==> src/design/sir_pkg.sv <==
package sir_pkg;

    // Field widths
    localparam int VAL_W  = 48;
    localparam int POP_W  = 32;
    localparam int RATE_W = 16;
    localparam int ACT_W  = 2;
    localparam int IDX_W  = 2;
    localparam int CFG_W  = 32;

    localparam int FRAC_BITS_DEF = 16;

    // Shared multiplier: VAL_W x DIGIT_W per cycle
    localparam int DIGIT_W = RATE_W;
    localparam int MUL_W   = VAL_W + DIGIT_W;
    localparam int SI_W    = 2 * VAL_W;
    localparam int PB_W    = SI_W + RATE_W;

    // Sequencer step counts
    localparam int MUL_SI_STEPS = VAL_W / DIGIT_W;
    localparam int MUL_B_STEPS  = SI_W / VAL_W;
    localparam int DIV_STEPS    = VAL_W;
    localparam int CNT_W        = $clog2(DIV_STEPS);
    localparam int STEP_IDX_W   = 2;

    localparam logic [VAL_W-1:0] VAL_MAX = '1;

    // Action codes
    localparam logic [ACT_W-1:0] ACT_STEP     = 2'd0;
    localparam logic [ACT_W-1:0] ACT_LOAD_ALL = 2'd1;
    localparam logic [ACT_W-1:0] ACT_LOAD_INF = 2'd2;
    localparam logic [ACT_W-1:0] ACT_NONE     = 2'd3;

    // Register indexes
    localparam logic [IDX_W-1:0] REG_POPULATION = 2'd0;
    localparam logic [IDX_W-1:0] REG_INF_RATE   = 2'd1;
    localparam logic [IDX_W-1:0] REG_REC_RATE   = 2'd2;

    typedef enum logic [2:0] {
        ST_IDLE,
        ST_MUL_SI,
        ST_MUL_B,
        ST_RECOV,
        ST_DIV_CHK,
        ST_DIV,
        ST_COMMIT
    } state_t;

    typedef enum logic [3:0] {
        OP_NONE,
        OP_MUL_SI,
        OP_MUL_B,
        OP_RECOV,
        OP_DIV_INIT,
        OP_DIV_STEP,
        OP_COMMIT_STEP,
        OP_LOAD_ALL,
        OP_LOAD_INF,
        OP_HOLD
    } dp_op_t;

    typedef struct packed {
        logic                  capture;
        dp_op_t                op;
        logic [STEP_IDX_W-1:0] idx;
    } dp_cmd_t;

    typedef struct packed {
        logic skip_div;
    } dp_status_t;

endpackage

==> src/design/sir_if.sv <==
// Command channel: one action word per item
interface sir_in_if import sir_pkg::*; ();
    logic             valid;
    logic             ready;
    logic [ACT_W-1:0] action;
    logic [VAL_W-1:0] sus_in;
    logic [VAL_W-1:0] inf_in;
    logic [VAL_W-1:0] rec_in;

    modport source (output valid, action, sus_in, inf_in, rec_in, input ready);
    modport sink   (input valid, action, sus_in, inf_in, rec_in, output ready);
endinterface

// Result channel: counts after each item
interface sir_out_if import sir_pkg::*; ();
    logic             valid;
    logic             ready;
    logic [VAL_W-1:0] sus_out;
    logic [VAL_W-1:0] inf_out;
    logic [VAL_W-1:0] rec_out;
    logic             saturated;

    modport source (output valid, sus_out, inf_out, rec_out, saturated, input ready);
    modport sink   (input valid, sus_out, inf_out, rec_out, saturated, output ready);
endinterface

==> src/design/sir_dp.sv <==
module sir_dp import sir_pkg::*; #(
    parameter int FRAC_BITS = FRAC_BITS_DEF
) (
    input  logic             clk,
    input  logic             rst_n,
    input  logic             wr_en,
    input  logic [IDX_W-1:0] wr_index,
    input  logic [CFG_W-1:0] wr_data,
    input  dp_cmd_t          cmd,
    output dp_status_t       status,
    input  logic [VAL_W-1:0] sus_in,
    input  logic [VAL_W-1:0] inf_in,
    input  logic [VAL_W-1:0] rec_in,
    output logic [VAL_W-1:0] sus_out,
    output logic [VAL_W-1:0] inf_out,
    output logic [VAL_W-1:0] rec_out,
    output logic             saturated
);

    localparam int SHIFT  = 2 * FRAC_BITS;
    localparam int HI_W   = PB_W - SHIFT - VAL_W;
    localparam int CMP_W  = (HI_W > POP_W) ? HI_W : POP_W;
    localparam int POPN_W = POP_W + FRAC_BITS;
    localparam int LOAD_W = (POPN_W > VAL_W + 1) ? POPN_W : VAL_W + 1;

    // Configuration
    logic [POP_W-1:0]  pop_reg;
    logic [RATE_W-1:0] beta_reg;
    logic [RATE_W-1:0] gamma_reg;

    // Model state
    logic [VAL_W-1:0] sus_reg, sus_next;
    logic [VAL_W-1:0] inf_reg, inf_next;
    logic [VAL_W-1:0] rec_reg, rec_next;

    // Captured word
    logic [VAL_W-1:0] ld_sus_reg, ld_inf_reg, ld_rec_reg;

    // Working registers
    logic [SI_W-1:0]  prod_reg, prod_next;
    logic [PB_W-1:0]  pb_reg, pb_next;
    logic [VAL_W-1:0] recov_reg, recov_next;
    logic             rsat_reg, rsat_next;
    logic [POP_W-1:0] rem_reg, rem_next;
    logic [VAL_W-1:0] quo_reg, quo_next;
    logic             skip_reg, skip_next;

    // Output word
    logic [VAL_W-1:0] sus_out_reg, inf_out_reg, rec_out_reg;
    logic             sat_out_reg, sat_next;
    logic             out_load;

    // Shared multiplier
    logic [VAL_W-1:0]   mul_a;
    logic [DIGIT_W-1:0] mul_b;
    logic [MUL_W-1:0]   mul_p;

    // Recovery term
    logic [MUL_W-1:0] rv;

    // Divider setup and step
    logic [HI_W-1:0]  div_hi;
    logic [VAL_W-1:0] div_lo;
    logic [POP_W:0]   div_t;
    logic [POP_W:0]   div_diff;
    logic             div_ge;

    // Step commit
    logic             infect_sat;
    logic [VAL_W-1:0] infect;
    logic [VAL_W+1:0] ni;
    logic             ni_sat;
    logic [VAL_W:0]   nr;

    // Full load with derived susceptible
    logic [LOAD_W-1:0] n_full;
    logic              n_sat;
    logic [VAL_W-1:0]  n_cl;
    logic [VAL_W:0]    used;
    logic              under;
    logic              derive;

    // Multiplier operand select
    always_comb
    begin
        mul_a = '0;
        mul_b = '0;
        case (cmd.op)
            OP_MUL_SI:
            begin
                mul_a = sus_reg;
                mul_b = DIGIT_W'(inf_reg >> (DIGIT_W * int'(cmd.idx)));
            end
            OP_MUL_B:
            begin
                mul_a = VAL_W'(prod_reg >> (VAL_W * int'(cmd.idx)));
                mul_b = beta_reg;
            end
            OP_RECOV:
            begin
                mul_a = inf_reg;
                mul_b = gamma_reg;
            end
            default:
            begin
                mul_a = '0;
                mul_b = '0;
            end
        endcase
    end

    assign mul_p = MUL_W'(mul_a) * MUL_W'(mul_b);
    assign rv    = mul_p >> FRAC_BITS;

    // Divider terms
    assign div_hi   = pb_reg[PB_W-1 -: HI_W];
    assign div_lo   = pb_reg[SHIFT +: VAL_W];
    assign div_t    = {rem_reg, quo_reg[VAL_W-1]};
    assign div_ge   = div_t >= {1'b0, pop_reg};
    assign div_diff = div_t - {1'b0, pop_reg};

    // Step commit terms
    assign infect_sat = skip_reg || (quo_reg > sus_reg);
    assign infect     = infect_sat ? sus_reg : quo_reg;
    assign ni         = {2'b00, inf_reg} + {2'b00, infect} - {2'b00, recov_reg};
    assign ni_sat     = ni > {2'b00, VAL_MAX};
    assign nr         = {1'b0, rec_reg} + {1'b0, recov_reg};

    // Full load terms
    assign n_full = LOAD_W'(pop_reg) << FRAC_BITS;
    assign n_sat  = n_full > LOAD_W'(VAL_MAX);
    assign n_cl   = n_sat ? VAL_MAX : n_full[VAL_W-1:0];
    assign used   = {1'b0, ld_inf_reg} + {1'b0, ld_rec_reg};
    assign under  = used > {1'b0, n_cl};
    assign derive = ld_sus_reg == '0;

    // Next-value logic per command
    always_comb
    begin
        sus_next   = sus_reg;
        inf_next   = inf_reg;
        rec_next   = rec_reg;
        prod_next  = prod_reg;
        pb_next    = pb_reg;
        recov_next = recov_reg;
        rsat_next  = rsat_reg;
        rem_next   = rem_reg;
        quo_next   = quo_reg;
        skip_next  = skip_reg;
        sat_next   = 1'b0;
        out_load   = 1'b0;
        case (cmd.op)
            OP_MUL_SI:
            begin
                prod_next = ((cmd.idx == '0) ? '0 : prod_reg)
                          + (SI_W'(mul_p) << (DIGIT_W * int'(cmd.idx)));
            end
            OP_MUL_B:
            begin
                pb_next = ((cmd.idx == '0) ? '0 : pb_reg)
                        + (PB_W'(mul_p) << (VAL_W * int'(cmd.idx)));
            end
            OP_RECOV:
            begin
                if (rv > MUL_W'(inf_reg))
                begin
                    recov_next = inf_reg;
                    rsat_next  = 1'b1;
                end
                else
                begin
                    recov_next = VAL_W'(rv);
                    rsat_next  = 1'b0;
                end
            end
            OP_DIV_INIT:
            begin
                // quotient above 48 bits or no population: infection clamps
                skip_next = (pop_reg == '0) || (CMP_W'(div_hi) >= CMP_W'(pop_reg));
                rem_next  = POP_W'(div_hi);
                quo_next  = div_lo;
            end
            OP_DIV_STEP:
            begin
                rem_next = div_ge ? div_diff[POP_W-1:0] : div_t[POP_W-1:0];
                quo_next = {quo_reg[VAL_W-2:0], div_ge};
            end
            OP_COMMIT_STEP:
            begin
                sus_next = sus_reg - infect;
                inf_next = ni_sat ? VAL_MAX : ni[VAL_W-1:0];
                rec_next = nr[VAL_W] ? VAL_MAX : nr[VAL_W-1:0];
                sat_next = infect_sat | rsat_reg | ni_sat | nr[VAL_W];
                out_load = 1'b1;
            end
            OP_LOAD_ALL:
            begin
                inf_next = ld_inf_reg;
                rec_next = ld_rec_reg;
                if (!derive)
                begin
                    sus_next = ld_sus_reg;
                end
                else if (under)
                begin
                    sus_next = '0;
                end
                else
                begin
                    sus_next = n_cl - used[VAL_W-1:0];
                end
                sat_next = derive & (n_sat | under);
                out_load = 1'b1;
            end
            OP_LOAD_INF:
            begin
                inf_next = ld_inf_reg;
                out_load = 1'b1;
            end
            OP_HOLD:
            begin
                out_load = 1'b1;
            end
            default:
            begin
                out_load = 1'b0;
            end
        endcase
    end

    // Configuration and model state
    always_ff @(posedge clk or negedge rst_n)
    begin
        if (!rst_n)
        begin
            pop_reg   <= POP_W'(1);
            beta_reg  <= '0;
            gamma_reg <= '0;
            sus_reg   <= '0;
            inf_reg   <= '0;
            rec_reg   <= '0;
        end
        else
        begin
            if (wr_en)
            begin
                case (wr_index)
                    REG_POPULATION: pop_reg   <= wr_data[POP_W-1:0];
                    REG_INF_RATE:   beta_reg  <= wr_data[RATE_W-1:0];
                    REG_REC_RATE:   gamma_reg <= wr_data[RATE_W-1:0];
                    default:        pop_reg   <= pop_reg;
                endcase
            end
            sus_reg <= sus_next;
            inf_reg <= inf_next;
            rec_reg <= rec_next;
        end
    end

    // Working and output registers
    always_ff @(posedge clk)
    begin
        if (cmd.capture)
        begin
            ld_sus_reg <= sus_in;
            ld_inf_reg <= inf_in;
            ld_rec_reg <= rec_in;
        end
        prod_reg  <= prod_next;
        pb_reg    <= pb_next;
        recov_reg <= recov_next;
        rsat_reg  <= rsat_next;
        rem_reg   <= rem_next;
        quo_reg   <= quo_next;
        skip_reg  <= skip_next;
        if (out_load)
        begin
            sus_out_reg <= sus_next;
            inf_out_reg <= inf_next;
            rec_out_reg <= rec_next;
            sat_out_reg <= sat_next;
        end
    end

    assign status.skip_div = skip_reg;
    assign sus_out   = sus_out_reg;
    assign inf_out   = inf_out_reg;
    assign rec_out   = rec_out_reg;
    assign saturated = sat_out_reg;

endmodule

==> src/design/sir_ctrl.sv <==
module sir_ctrl import sir_pkg::*; (
    input  logic             clk,
    input  logic             rst_n,
    input  logic             in_valid,
    input  logic [ACT_W-1:0] in_action,
    output logic             in_ready,
    output logic             out_valid,
    input  logic             out_ready,
    output dp_cmd_t          cmd,
    input  dp_status_t       status
);

    state_t           state_reg, state_next;
    logic [CNT_W-1:0] cnt_reg, cnt_next;
    logic [ACT_W-1:0] action_reg, action_next;
    logic             out_valid_reg, out_valid_next;
    logic             accept;
    logic             can_commit;
    logic             commit;

    assign accept     = in_valid && (state_reg == ST_IDLE);
    assign can_commit = !out_valid_reg || out_ready;
    assign commit     = (state_reg == ST_COMMIT) && can_commit;

    // Next state
    always_comb
    begin
        state_next  = state_reg;
        cnt_next    = cnt_reg;
        action_next = accept ? in_action : action_reg;
        case (state_reg)
            ST_IDLE:
            begin
                cnt_next = '0;
                if (in_valid)
                begin
                    state_next = (in_action == ACT_STEP) ? ST_MUL_SI : ST_COMMIT;
                end
            end
            ST_MUL_SI:
            begin
                if (cnt_reg == CNT_W'(MUL_SI_STEPS - 1))
                begin
                    state_next = ST_MUL_B;
                    cnt_next   = '0;
                end
                else
                begin
                    cnt_next = cnt_reg + 1'b1;
                end
            end
            ST_MUL_B:
            begin
                if (cnt_reg == CNT_W'(MUL_B_STEPS - 1))
                begin
                    state_next = ST_RECOV;
                    cnt_next   = '0;
                end
                else
                begin
                    cnt_next = cnt_reg + 1'b1;
                end
            end
            ST_RECOV:
            begin
                state_next = ST_DIV_CHK;
            end
            ST_DIV_CHK:
            begin
                state_next = ST_DIV;
                cnt_next   = '0;
            end
            ST_DIV:
            begin
                if (status.skip_div || (cnt_reg == CNT_W'(DIV_STEPS - 1)))
                begin
                    state_next = ST_COMMIT;
                    cnt_next   = '0;
                end
                else
                begin
                    cnt_next = cnt_reg + 1'b1;
                end
            end
            ST_COMMIT:
            begin
                if (can_commit)
                begin
                    state_next = ST_IDLE;
                end
            end
            default:
            begin
                state_next = ST_IDLE;
            end
        endcase
    end

    // Datapath commands
    always_comb
    begin
        cmd.capture = accept;
        cmd.idx     = cnt_reg[STEP_IDX_W-1:0];
        cmd.op      = OP_NONE;
        case (state_reg)
            ST_MUL_SI:  cmd.op = OP_MUL_SI;
            ST_MUL_B:   cmd.op = OP_MUL_B;
            ST_RECOV:   cmd.op = OP_RECOV;
            ST_DIV_CHK: cmd.op = OP_DIV_INIT;
            ST_DIV:     cmd.op = status.skip_div ? OP_NONE : OP_DIV_STEP;
            ST_COMMIT:
            begin
                if (can_commit)
                begin
                    case (action_reg)
                        ACT_STEP:     cmd.op = OP_COMMIT_STEP;
                        ACT_LOAD_ALL: cmd.op = OP_LOAD_ALL;
                        ACT_LOAD_INF: cmd.op = OP_LOAD_INF;
                        default:      cmd.op = OP_HOLD;
                    endcase
                end
            end
            default:    cmd.op = OP_NONE;
        endcase
    end

    // Result word handshake
    assign out_valid_next = commit ? 1'b1 : (out_ready ? 1'b0 : out_valid_reg);

    always_ff @(posedge clk or negedge rst_n)
    begin
        if (!rst_n)
        begin
            state_reg     <= ST_IDLE;
            cnt_reg       <= '0;
            action_reg    <= ACT_NONE;
            out_valid_reg <= 1'b0;
        end
        else
        begin
            state_reg     <= state_next;
            cnt_reg       <= cnt_next;
            action_reg    <= action_next;
            out_valid_reg <= out_valid_next;
        end
    end

    assign in_ready  = state_reg == ST_IDLE;
    assign out_valid = out_valid_reg;

`ifndef NO_ASSERTIONS
    // a full result buffer holds the commit back
    a_commit_waits: assert property (@(posedge clk) disable iff (!rst_n)
        (state_reg == ST_COMMIT && out_valid_reg && !out_ready) |=> state_reg == ST_COMMIT)
        else $error("commit left while result word still pending");

    // a new result word only comes from a commit
    a_valid_from_commit: assert property (@(posedge clk) disable iff (!rst_n)
        $rose(out_valid_reg) |-> $past(state_reg) == ST_COMMIT)
        else $error("result valid without commit");

    // a step word starts the multiply sequence at digit zero
    a_step_start: assert property (@(posedge clk) disable iff (!rst_n)
        (accept && in_action == ACT_STEP) |=> (state_reg == ST_MUL_SI && cnt_reg == '0))
        else $error("step did not start multiply sequence");

    // divider count stays within its quotient bits
    a_div_count: assert property (@(posedge clk) disable iff (!rst_n)
        state_reg == ST_DIV |-> cnt_reg < CNT_W'(DIV_STEPS))
        else $error("divider count out of range");
`endif

endmodule

==> src/design/sir_epidemic_step.sv <==
// Discrete SIR epidemic step. Holds susceptible, infected and recovered counts
// as unsigned fixed point (FRAC_BITS fraction bits, 48-bit words). Each command
// word returns one result word with the counts after it. A load (full or
// infected only) goes from acceptance straight to the commit state. A step
// runs acceptance, 3 multiply passes for S*I on the shared 48x16 multiplier,
// 2 for the infection rate, 1 for recovery, 1 divider setup, 48 restoring
// divider steps by the population (one quotient bit per cycle), and the
// commit; the divider is skipped when the population is 0 or the quotient
// would exceed 48 bits. One word is worked on at a time; the next command
// is taken when the block returns to idle, while the last result may still
// wait in its output register. Configuration writes go through
// wr_en/wr_index/wr_data: 0 population, 1 infection rate, 2 recovery rate.
module sir_epidemic_step import sir_pkg::*; #(
    parameter int FRAC_BITS = FRAC_BITS_DEF
) (
    input  logic             clk,
    input  logic             rst_n,
    input  logic             wr_en,
    input  logic [IDX_W-1:0] wr_index,
    input  logic [CFG_W-1:0] wr_data,
    sir_in_if.sink           cmd,
    sir_out_if.source        result
);

    dp_cmd_t    dp_cmd;
    dp_status_t dp_status;
    logic       in_ready;
    logic       out_valid;

    sir_ctrl u_ctrl (
        .clk       (clk),
        .rst_n     (rst_n),
        .in_valid  (cmd.valid),
        .in_action (cmd.action),
        .in_ready  (in_ready),
        .out_valid (out_valid),
        .out_ready (result.ready),
        .cmd       (dp_cmd),
        .status    (dp_status)
    );

    sir_dp #(
        .FRAC_BITS (FRAC_BITS)
    ) u_dp (
        .clk       (clk),
        .rst_n     (rst_n),
        .wr_en     (wr_en),
        .wr_index  (wr_index),
        .wr_data   (wr_data),
        .cmd       (dp_cmd),
        .status    (dp_status),
        .sus_in    (cmd.sus_in),
        .inf_in    (cmd.inf_in),
        .rec_in    (cmd.rec_in),
        .sus_out   (result.sus_out),
        .inf_out   (result.inf_out),
        .rec_out   (result.rec_out),
        .saturated (result.saturated)
    );

    assign cmd.ready    = in_ready;
    assign result.valid = out_valid;

endmodule
==> src/flat_wrapper.sv <==
// flat-port wrapper written by rule: the top's interface ports become plain ports
module sir_epidemic_step_flat import sir_pkg::*;
#(
    parameter int FRAC_BITS = FRAC_BITS_DEF
)
  (clk, rst_n, wr_en, wr_index, wr_data, cmd_valid, cmd_action, cmd_sus_in, cmd_inf_in, cmd_rec_in, cmd_ready, result_valid, result_sus_out, result_inf_out, result_rec_out, result_saturated, result_ready);
  sir_in_if cmd_i ();
  sir_out_if result_i ();
  input  logic clk;
  input  logic rst_n;
  input  logic wr_en;
  input  logic [IDX_W-1:0] wr_index;
  input  logic [CFG_W-1:0] wr_data;
  input wire logic [$bits(cmd_i.valid)-1:0] cmd_valid;
  input wire logic [$bits(cmd_i.action)-1:0] cmd_action;
  input wire logic [$bits(cmd_i.sus_in)-1:0] cmd_sus_in;
  input wire logic [$bits(cmd_i.inf_in)-1:0] cmd_inf_in;
  input wire logic [$bits(cmd_i.rec_in)-1:0] cmd_rec_in;
  output wire logic [$bits(cmd_i.ready)-1:0] cmd_ready;
  output wire logic [$bits(result_i.valid)-1:0] result_valid;
  output wire logic [$bits(result_i.sus_out)-1:0] result_sus_out;
  output wire logic [$bits(result_i.inf_out)-1:0] result_inf_out;
  output wire logic [$bits(result_i.rec_out)-1:0] result_rec_out;
  output wire logic [$bits(result_i.saturated)-1:0] result_saturated;
  input wire logic [$bits(result_i.ready)-1:0] result_ready;
  assign cmd_i.valid = cmd_valid;
  assign cmd_i.action = cmd_action;
  assign cmd_i.sus_in = cmd_sus_in;
  assign cmd_i.inf_in = cmd_inf_in;
  assign cmd_i.rec_in = cmd_rec_in;
  assign cmd_ready = cmd_i.ready;
  assign result_valid = result_i.valid;
  assign result_sus_out = result_i.sus_out;
  assign result_inf_out = result_i.inf_out;
  assign result_rec_out = result_i.rec_out;
  assign result_saturated = result_i.saturated;
  assign result_i.ready = result_ready;
  sir_epidemic_step #(.FRAC_BITS(FRAC_BITS)) u_core (.clk(clk), .rst_n(rst_n), .wr_en(wr_en), .wr_index(wr_index), .wr_data(wr_data), .cmd(cmd_i), .result(result_i));
endmodule
==> config.mk <==
export PLATFORM = sky130hd
export DESIGN_NAME = sir_epidemic_step_flat
export DESIGN_NICKNAME = d
export VERILOG_FILES = /design/src/design/sir_pkg.sv /design/src/design/sir_if.sv /design/src/design/sir_dp.sv /design/src/design/sir_ctrl.sv /design/src/design/sir_epidemic_step.sv /design/src/flat_wrapper.sv
export SDC_FILE = /design/constraint.sdc
export NUM_CORES = 2
export LEC_CHECK = 0
export BUFFER_PORTS_ARGS = -buffer_cell sky130_fd_sc_hd__clkbuf_2
export CAP_MARGIN = 5
export CORE_MARGIN = 2
export CORE_UTILIZATION = 30
export DETAILED_ROUTE_END_ITERATION = 12
export GPL_TIMING_DRIVEN = 0
export PLACE_DENSITY = 0.45
export SLEW_MARGIN = 30
export SYNTH_ARGS = -nofsm -noshare
export SYNTH_HDL_FRONTEND = slang
export SYNTH_SLANG_ARGS = --single-unit
==> constraint.sdc <==
create_clock -name clk -period 39.3 [get_ports clk]
set_input_delay 3.93 -clock clk [delete_from_list [all_inputs] [get_ports clk]]
set_output_delay 3.93 -clock clk [all_outputs]
set_load 0.005 [all_outputs]
* After elaboration in Yosys (flattened, before gate mapping) *
Cells that the tools add are included.

word-level totals
  flip-flop bits (word level) = 847
  logic and storage cells = 140

cells by class
  $add $sub $neg = 10
  $mul = 2
  magnitude comparators = 7
  equal/unequal tests = 27
  shift operators = 4
  muxes and demuxes = 37
  bitwise operators = 5
  reduce and logical (&&, ||, !) cells = 24

operators by type and width
  cell                                                                    number
  48-bit one-hot mux with 2 select lines                                  4
  48-bit two-way mux                                                      7
  48-bit by 48-bit adder with 49-bit output                               3
  48-bit one-hot mux with 3 select lines                                  1
  112-bit adder                                                           1
  112-bit two-way mux                                                     1
  64-bit by 8-bit << shifter with 112-bit output                          1
  96-bit adder                                                            1
  48-bit > comparator                                                     2
  96-bit two-way mux                                                      1
  64-bit by 6-bit << shifter with 96-bit output                           1
  96-bit by 32-bit right shift with 48-bit output                         1
  48-bit subtractor                                                       2
  48-bit by 16-bit multiplier with 64-bit output                          1
  32-bit one-hot mux with 2 select lines                                  1
  50-bit by 48-bit > comparator with 1-bit output, second input constant  1
  49-bit by 48-bit subtractor with 50-bit output                          1
  49-bit by 48-bit > comparator with 1-bit output                         1
  48-bit > comparator, second input constant                              1
  48-bit zero test                                                        1
  16-bit one-hot mux with 3 select lines                                  1
  48-bit by 6-bit right shift with 16-bit output                          1
  33-bit by 32-bit >= comparator with 1-bit output                        1
  32-bit >= comparator                                                    1
  40 further kinds                                                        79

* Logic depth before layout (Yosys ltp) *
  depth in word-level cells = 9
  mapped depth = 52
  gate-level depth less buffers = 46

* Hierarchy *
A second synthesis with hierarchy kept.

second synthesis, totals
  cell total of the unflattened synthesis = 10720
  area, all modules = 92912.9 µm²

by module, submodules not included
  module    instances  cells an instance  area each (µm²)  seq. area each (µm²)
  sir_dp    1          10617              91970.7          24034.3
  sir_ctrl  1          103                942.2            302.8

* Least setup slack after synthesis *
No wires, ideal clock.

  kind = flip-flop to flip-flop
  from = reg u_core.u_ctrl.state_reg[1]
  to = reg u_core.u_dp.pb_reg[100] (data pin)
  library setup time = 265 ps
  arrival = 17081 ps
  required time = 39035 ps
  setup slack = 21954 ps
  cell stages (with the launch flop) = 44
  path buffers = 5
  period minus slack after synthesis = 17346 ps
  cell sequence = dfrtp_1 -> clkbuf_1 -> nor2b_1 -> nor2b_1 -> nand2_1 -> clkbuf_1 -> buf_1 -> o21ai_1 -> nand2_1 -> fa_1 -> inv_1 -> fa_1 -> fa_1 -> fa_1 -> fa_1 -> inv_1 -> fa_1 -> inv_1 -> [8 not listed] -> nand2_1 -> and2_1 -> o21ai_0 -> xor2_1 -> mux2i_1 -> a21oi_1 -> ha_1 -> clkbuf_1 -> nand4_1 -> or4b_2 -> a2111oi_0 -> o21ai_0 -> o211a_1 -> a31o_2 -> o21ai_1 -> a21boi_0 -> o21ai_0 -> xor2_1

between the ends
  cells in the longest elaborated chain, start to end = 7
  elaborated cells between the ends (all ways) = 15
  classes of those cells = 1 x add/sub; 1 x mul; 9 x eq/ne; 1 x shift; 3 x mux

ends and longest elaborated chain
  element                                                                                                                  line             RTL
  start, declared                                                                                                          sir_ctrl.sv:13   state_t state_reg, state_next;
  start signal, assigned                                                                                                   sir_ctrl.sv:141  state_reg <= state_next;
  3-bit equality test, or another cell as far along                                                                        sir_ctrl.sv:105  case (state_reg)
  4-bit one-hot mux with 6 select lines (*)                                                                                sir_ctrl.sv:105
  4-bit by 2-bit equality test with 1-bit output / 4-bit by 1-bit equality test with 1-bit output (equally long branches)  sir_dp.sv:88     case (cmd.op)
  48-bit one-hot mux with 3 select lines / 16-bit one-hot mux with 3 select lines (equally long branches)                  sir_dp.sv:88
  48-bit by 16-bit multiplier with 64-bit output (*)                                                                       sir_dp.sv:112    assign mul_p = MUL_W'(mul_a) * MUL_W'(mul_b);
  64-bit by 8-bit << shifter with 112-bit output (*)                                                                       sir_dp.sv:161    + (PB_W'(mul_p) << (VAL_W * int'(cmd.idx)));
  112-bit adder (*)                                                                                                        sir_dp.sv:161
  end signal, assigned                                                                                                     sir_dp.sv:270    pb_reg <= pb_next;
  end, declared                                                                                                            sir_dp.sv:41     logic [PB_W-1:0] pb_reg, pb_next;

Every way passes the cells marked *; elsewhere a longest branch is shown, timed or not.
A chain may end at the register's enable or synchronous reset.

* Final worst setup path *
  from = reg u_core.u_ctrl.cnt_reg[1]
  to = reg u_core.u_dp.pb_reg[107] (data pin)

between the ends
  cells in the longest elaborated chain, start to end = 6
  elaborated cells between the ends (all ways) = 10
  classes of those cells = 1 x add/sub; 2 x mul; 3 x shift; 3 x mux; 1 x reduce/logical

ends and longest elaborated chain
  element                                          line                         RTL
  start, declared                                  sir_ctrl.sv:14               logic [CNT_W-1:0] cnt_reg, cnt_next;
  start signal, assigned                           sir_ctrl.sv:142              cnt_reg <= cnt_next;
  2-bit by 2-bit multiplier with 4-bit output      sir_dp.sv:96, sir_dp.sv:161
  96-bit by 32-bit right shift with 48-bit output  sir_dp.sv:96                 mul_a = VAL_W'(prod_reg >> (VAL_W * int'(cmd.idx)));
  48-bit one-hot mux with 3 select lines           sir_dp.sv:88
  48-bit by 16-bit multiplier with 64-bit output   sir_dp.sv:112
  64-bit by 8-bit << shifter with 112-bit output   sir_dp.sv:161
  112-bit adder (*)                                sir_dp.sv:161

Marks and branches as above.

==> results.md <==
- Status: complete, no violations
- Largest clock skew in the final design: between 0.03 and 0.04 ns
- Final Wtd Congestion: 1.02
- Filler cell count: about 32000
- Via/cell ratio: 5.51
- Largest cells by area after synthesis: sky130_fd_sc_hd__edfxtp_1, sky130_fd_sc_hd__fa_1, sky130_fd_sc_hd__ha_1, sky130_fd_sc_hd__dfrtp_1, sky130_fd_sc_hd__nand2_1
- Count of antenna-violating nets left after detailed routing: 0
- Number of DRC violations after detailed routing: 0
- Required time of the worst setup path: 39.82 ns
- Syn_nets: approximately 12000
- Share of the cycle needed by the critical path after routing: roughly 46%
- Most frequently used flop master after synthesis: sky130_fd_sc_hd__edfxtp_1
- Hold-fix buffers, CTS: 0
- Critical path's largest stage delay: between 0.8 and 0.9 ns
- Number of sinks on the clock net: 847
- Avg Cell Area, Syn: slightly below 9 um^2
- Worst Setup Slack, final: ~21 ns
- Cell Rows: about 200
- Number of synthesized flops with an enable pin: between 600 and 700
- Initial drt markers: approximately 9000
- Critical-path top delay cell: sky130_fd_sc_hd__o31ai_1
- Area fraction of the dominant cell type after synthesis: 20.5%
- Number of setup violations in the final report: 0
- Pre-CTS setup slack: approximately 22 ns
- Critical Setup Path Class: reg2reg
- Number of vias in the routed layout: between 80000 and 90000
- Cells after Synth: roughly 10000
- Clock tree root buffer cell: sky130_fd_sc_hd__clkbuf_16
- Count of unique library cells instantiated by Yosys: between 90 and 100
- Cts repair resizes: 0
- Antenna violations before repair: 46
- Wire length of the first global-routing pass: between 600 and 700 mm
- Setup TNS Final: 0 ns
- Largest net degree at the start of global routing: between 60 and 70
- Clk slew on worst S/H paths: approximately 0.060 ns
- Per-cell routed wire length: around 30 um
- Post-synthesis to final-layout area growth: 13.5%
- Unrepaired setup endpoints after global routing: no
- Final number of max-transition violations: 0
- Die Height: between 500 and 600 um
- Post-synthesis sequential area ratio: 26.5%
- Port bufs: 331
- DIE AREA: around 0.31 mm^2
- Most frequent standard cell in the layout excluding fill and tap cells: sky130_fd_sc_hd__nand2_1
- Total number of nets in the final design: between 10000 and 15000
- CTS H-tree depth: 3
- Flip-flop count of the largest register, all copies and words added: 112
- Async S/R FF share, synth: between 20% and 30%
- Most frequent cell on the critical path: sky130_fd_sc_hd__fa_1
- Critical path peak fanout: 10
- Least-Margin Pin Slew: 1.23 ns
- Share of final-layout standard cells stronger than drive strength 1: under 10%
- Initial Utilization: 30.1%
- Yosys top cell by area: sky130_fd_sc_hd__edfxtp_1
- I/O pin count: roughly 330
- Achievable frequency: approximately 56 MHz
- Hold violation total from the final report: 0
- Floorplan Core Area: just over 0.3 mm^2
- WL final: about 450 mm
- Worst Path Arrival: 18.53 ns
- All-layer global routing usage: 28.6%
- Min cycle time layout: roughly 18 ns
- Final HPWL DP: approximately 380 mm
- Number of warnings reported in the yosys synthesis log: 0
- Top library cells by usage in the layout, fill and taps aside: sky130_fd_sc_hd__nand2_1, sky130_fd_sc_hd__inv_1, sky130_fd_sc_hd__ha_1
- Clock tree buffer depth: 3
- Kind of capture point of the worst setup path: flop
- Crit start category: flop
- Worst skew pair latency: ~0.8 ns
- Setup fix buffers added after clock tree synthesis: 0
- CTS tree: done
- Via count of the first global-routing pass: between 80000 and 90000
- Final core utilization: between 30% and 40%
- Flop and latch count out of synthesis: roughly 850
- Global-route congestion overflow total: 0
- Area of the mapped netlist: between 0.09 and 0.1 mm^2
- Headroom to the max-slew limit: between 10% and 20%
- Die extent in x: ~560 um
- Max-Cap Viols: 0
- DRT Pass-1 Iters: 6
- Number of clock buffers inserted by TritonCTS: 106
- Worst min-delay path category: reg2reg
[routing by layer]
layer | track usage [%] | up-vias | wire, um
li1 | - | 36800 | -
met1 | 38.4 | 41700 | 193000
met2 | 43.6 | 3781 | 196000
met3 | 6.79 | 785 | 40200
met4 | 12.6 | 14 | 23300
met5 | 0 | - | 97
[through the flow]
step	instances	area (um^2)	hold slack (ns)
2_1_floorplan	10400	91700	0.472
3_3_place_gp	14800	98500	0.485
5_1_grt	15100	104000	0.507
3_5_place_dp	14900	100000	0.488
4_1_cts	15100	104000	0.503
6_report	15100	104000	0.499
[worst max-delay path: cells and delay by family (launching register included)]
kind	cells	cell delay [ns]
compound gates	18	6.92
xor+xnor	2	0.43
fa+ha+maj	8	3.75
buf+inv	10	3.55
flops	1	0.53
mux	1	0.71
simple gates	8	1.81
[worst paths after layout]
kind | startpoint | endpoint | slack (ns) | cells past startpoint
max | u_core.u_ctrl.cnt_reg[1] | u_core.u_dp.pb_reg[107] | 21.29 | 47
min reg2reg | u_core.u_dp.beta_reg[0] | u_core.u_dp.beta_reg[0] | 0.50 | 1
min in group asynchronous | rst_n | u_core.u_dp.pop_reg[26] | 3.11 | 1
max reg2reg | u_core.u_ctrl.cnt_reg[1] | u_core.u_dp.pb_reg[107] | 21.29 | 47
min | u_core.u_dp.beta_reg[0] | u_core.u_dp.beta_reg[0] | 0.50 | 1
max in group asynchronous | rst_n | u_core.u_dp.sus_reg[7] | 34.74 | 4
[cells in the mapped netlist (11+ instances only)]
cell / number
sky130_fd_sc_hd__nand2_1: 1315
sky130_fd_sc_hd__inv_1: 1122
sky130_fd_sc_hd__ha_1: 761
sky130_fd_sc_hd__a21oi_1: 748
sky130_fd_sc_hd__fa_1: 696
sky130_fd_sc_hd__edfxtp_1: 627
sky130_fd_sc_hd__nor2_1: 626
sky130_fd_sc_hd__o21ai_0: 587
sky130_fd_sc_hd__clkbuf_1: 467
sky130_fd_sc_hd__a21o_1: 410
sky130_fd_sc_hd__xnor2_1: 305
sky130_fd_sc_hd__nor2b_1: 304
sky130_fd_sc_hd__dfrtp_1: 217
sky130_fd_sc_hd__xor2_1: 188
sky130_fd_sc_hd__nand4_1: 160
sky130_fd_sc_hd__mux2i_1: 144
sky130_fd_sc_hd__and2_1: 126
sky130_fd_sc_hd__nand3_1: 122
sky130_fd_sc_hd__o21bai_1: 112
sky130_fd_sc_hd__mux2_2: 107
sky130_fd_sc_hd__a22oi_1: 104
sky130_fd_sc_hd__o21a_1: 96
sky130_fd_sc_hd__nand2b_1: 91
sky130_fd_sc_hd__a211oi_1: 80
sky130_fd_sc_hd__nor3_1: 77
sky130_fd_sc_hd__a31oi_1: 69
sky130_fd_sc_hd__o22ai_1: 68
sky130_fd_sc_hd__and3_1: 54
sky130_fd_sc_hd__o21ai_1: 51
sky130_fd_sc_hd__nor4_1: 41
sky130_fd_sc_hd__o211ai_1: 38
sky130_fd_sc_hd__o31ai_1: 37
sky130_fd_sc_hd__buf_1: 35
sky130_fd_sc_hd__or3_1: 31
sky130_fd_sc_hd__a221oi_1: 29
sky130_fd_sc_hd__a21boi_0: 26
sky130_fd_sc_hd__and4_1: 24
sky130_fd_sc_hd__or2_2: 21
sky130_fd_sc_hd__a211o_1: 17
sky130_fd_sc_hd__a2111oi_0: 16
sky130_fd_sc_hd__a221o_1: 16
sky130_fd_sc_hd__a31o_2: 13
sky130_fd_sc_hd__nor3b_1: 13
sky130_fd_sc_hd__nand3b_1: 11
sky130_fd_sc_hd__o2111ai_1: 11
[layout make-up]
type / count / area [um^2] / area share, %
multi-input combinational: 7899 / 62100 / 59.6
sequential: 847 / 24300 / 23.4
tap: 4100 / 5130 / 4.93
inverter: 1122 / 4210 / 4.04
clock buffer: 142 / 2990 / 2.87
timing repair buffer: 400 / 2790 / 2.68
buffer: 508 / 1980 / 1.90
clock inverter: 58 / 608 / 0.584
antenna: 18 / 45.0 / 0.0433
[logic make-up (layout without fill, tap and decap cells)]
family                     Yosys count  in the layout  share of synthesized area [%]
AOI/OAI and AO/OA                 2655           2655                           18.3
adders and majority gates         1457           1457                           25.6
other                                0             18                              0
muxes                              252            252                           2.90
DFF                                847            847                           26.5
buffers and inverters             1630           2230                           6.68
xor gates and xnor gates           494            494                           4.73
and+or+nand+nor                   3041           3041                           15.3
Power is left out: the tool's default activity adds up to more than one toggle a clock period on the data nets, which glitch-free logic cannot reach.
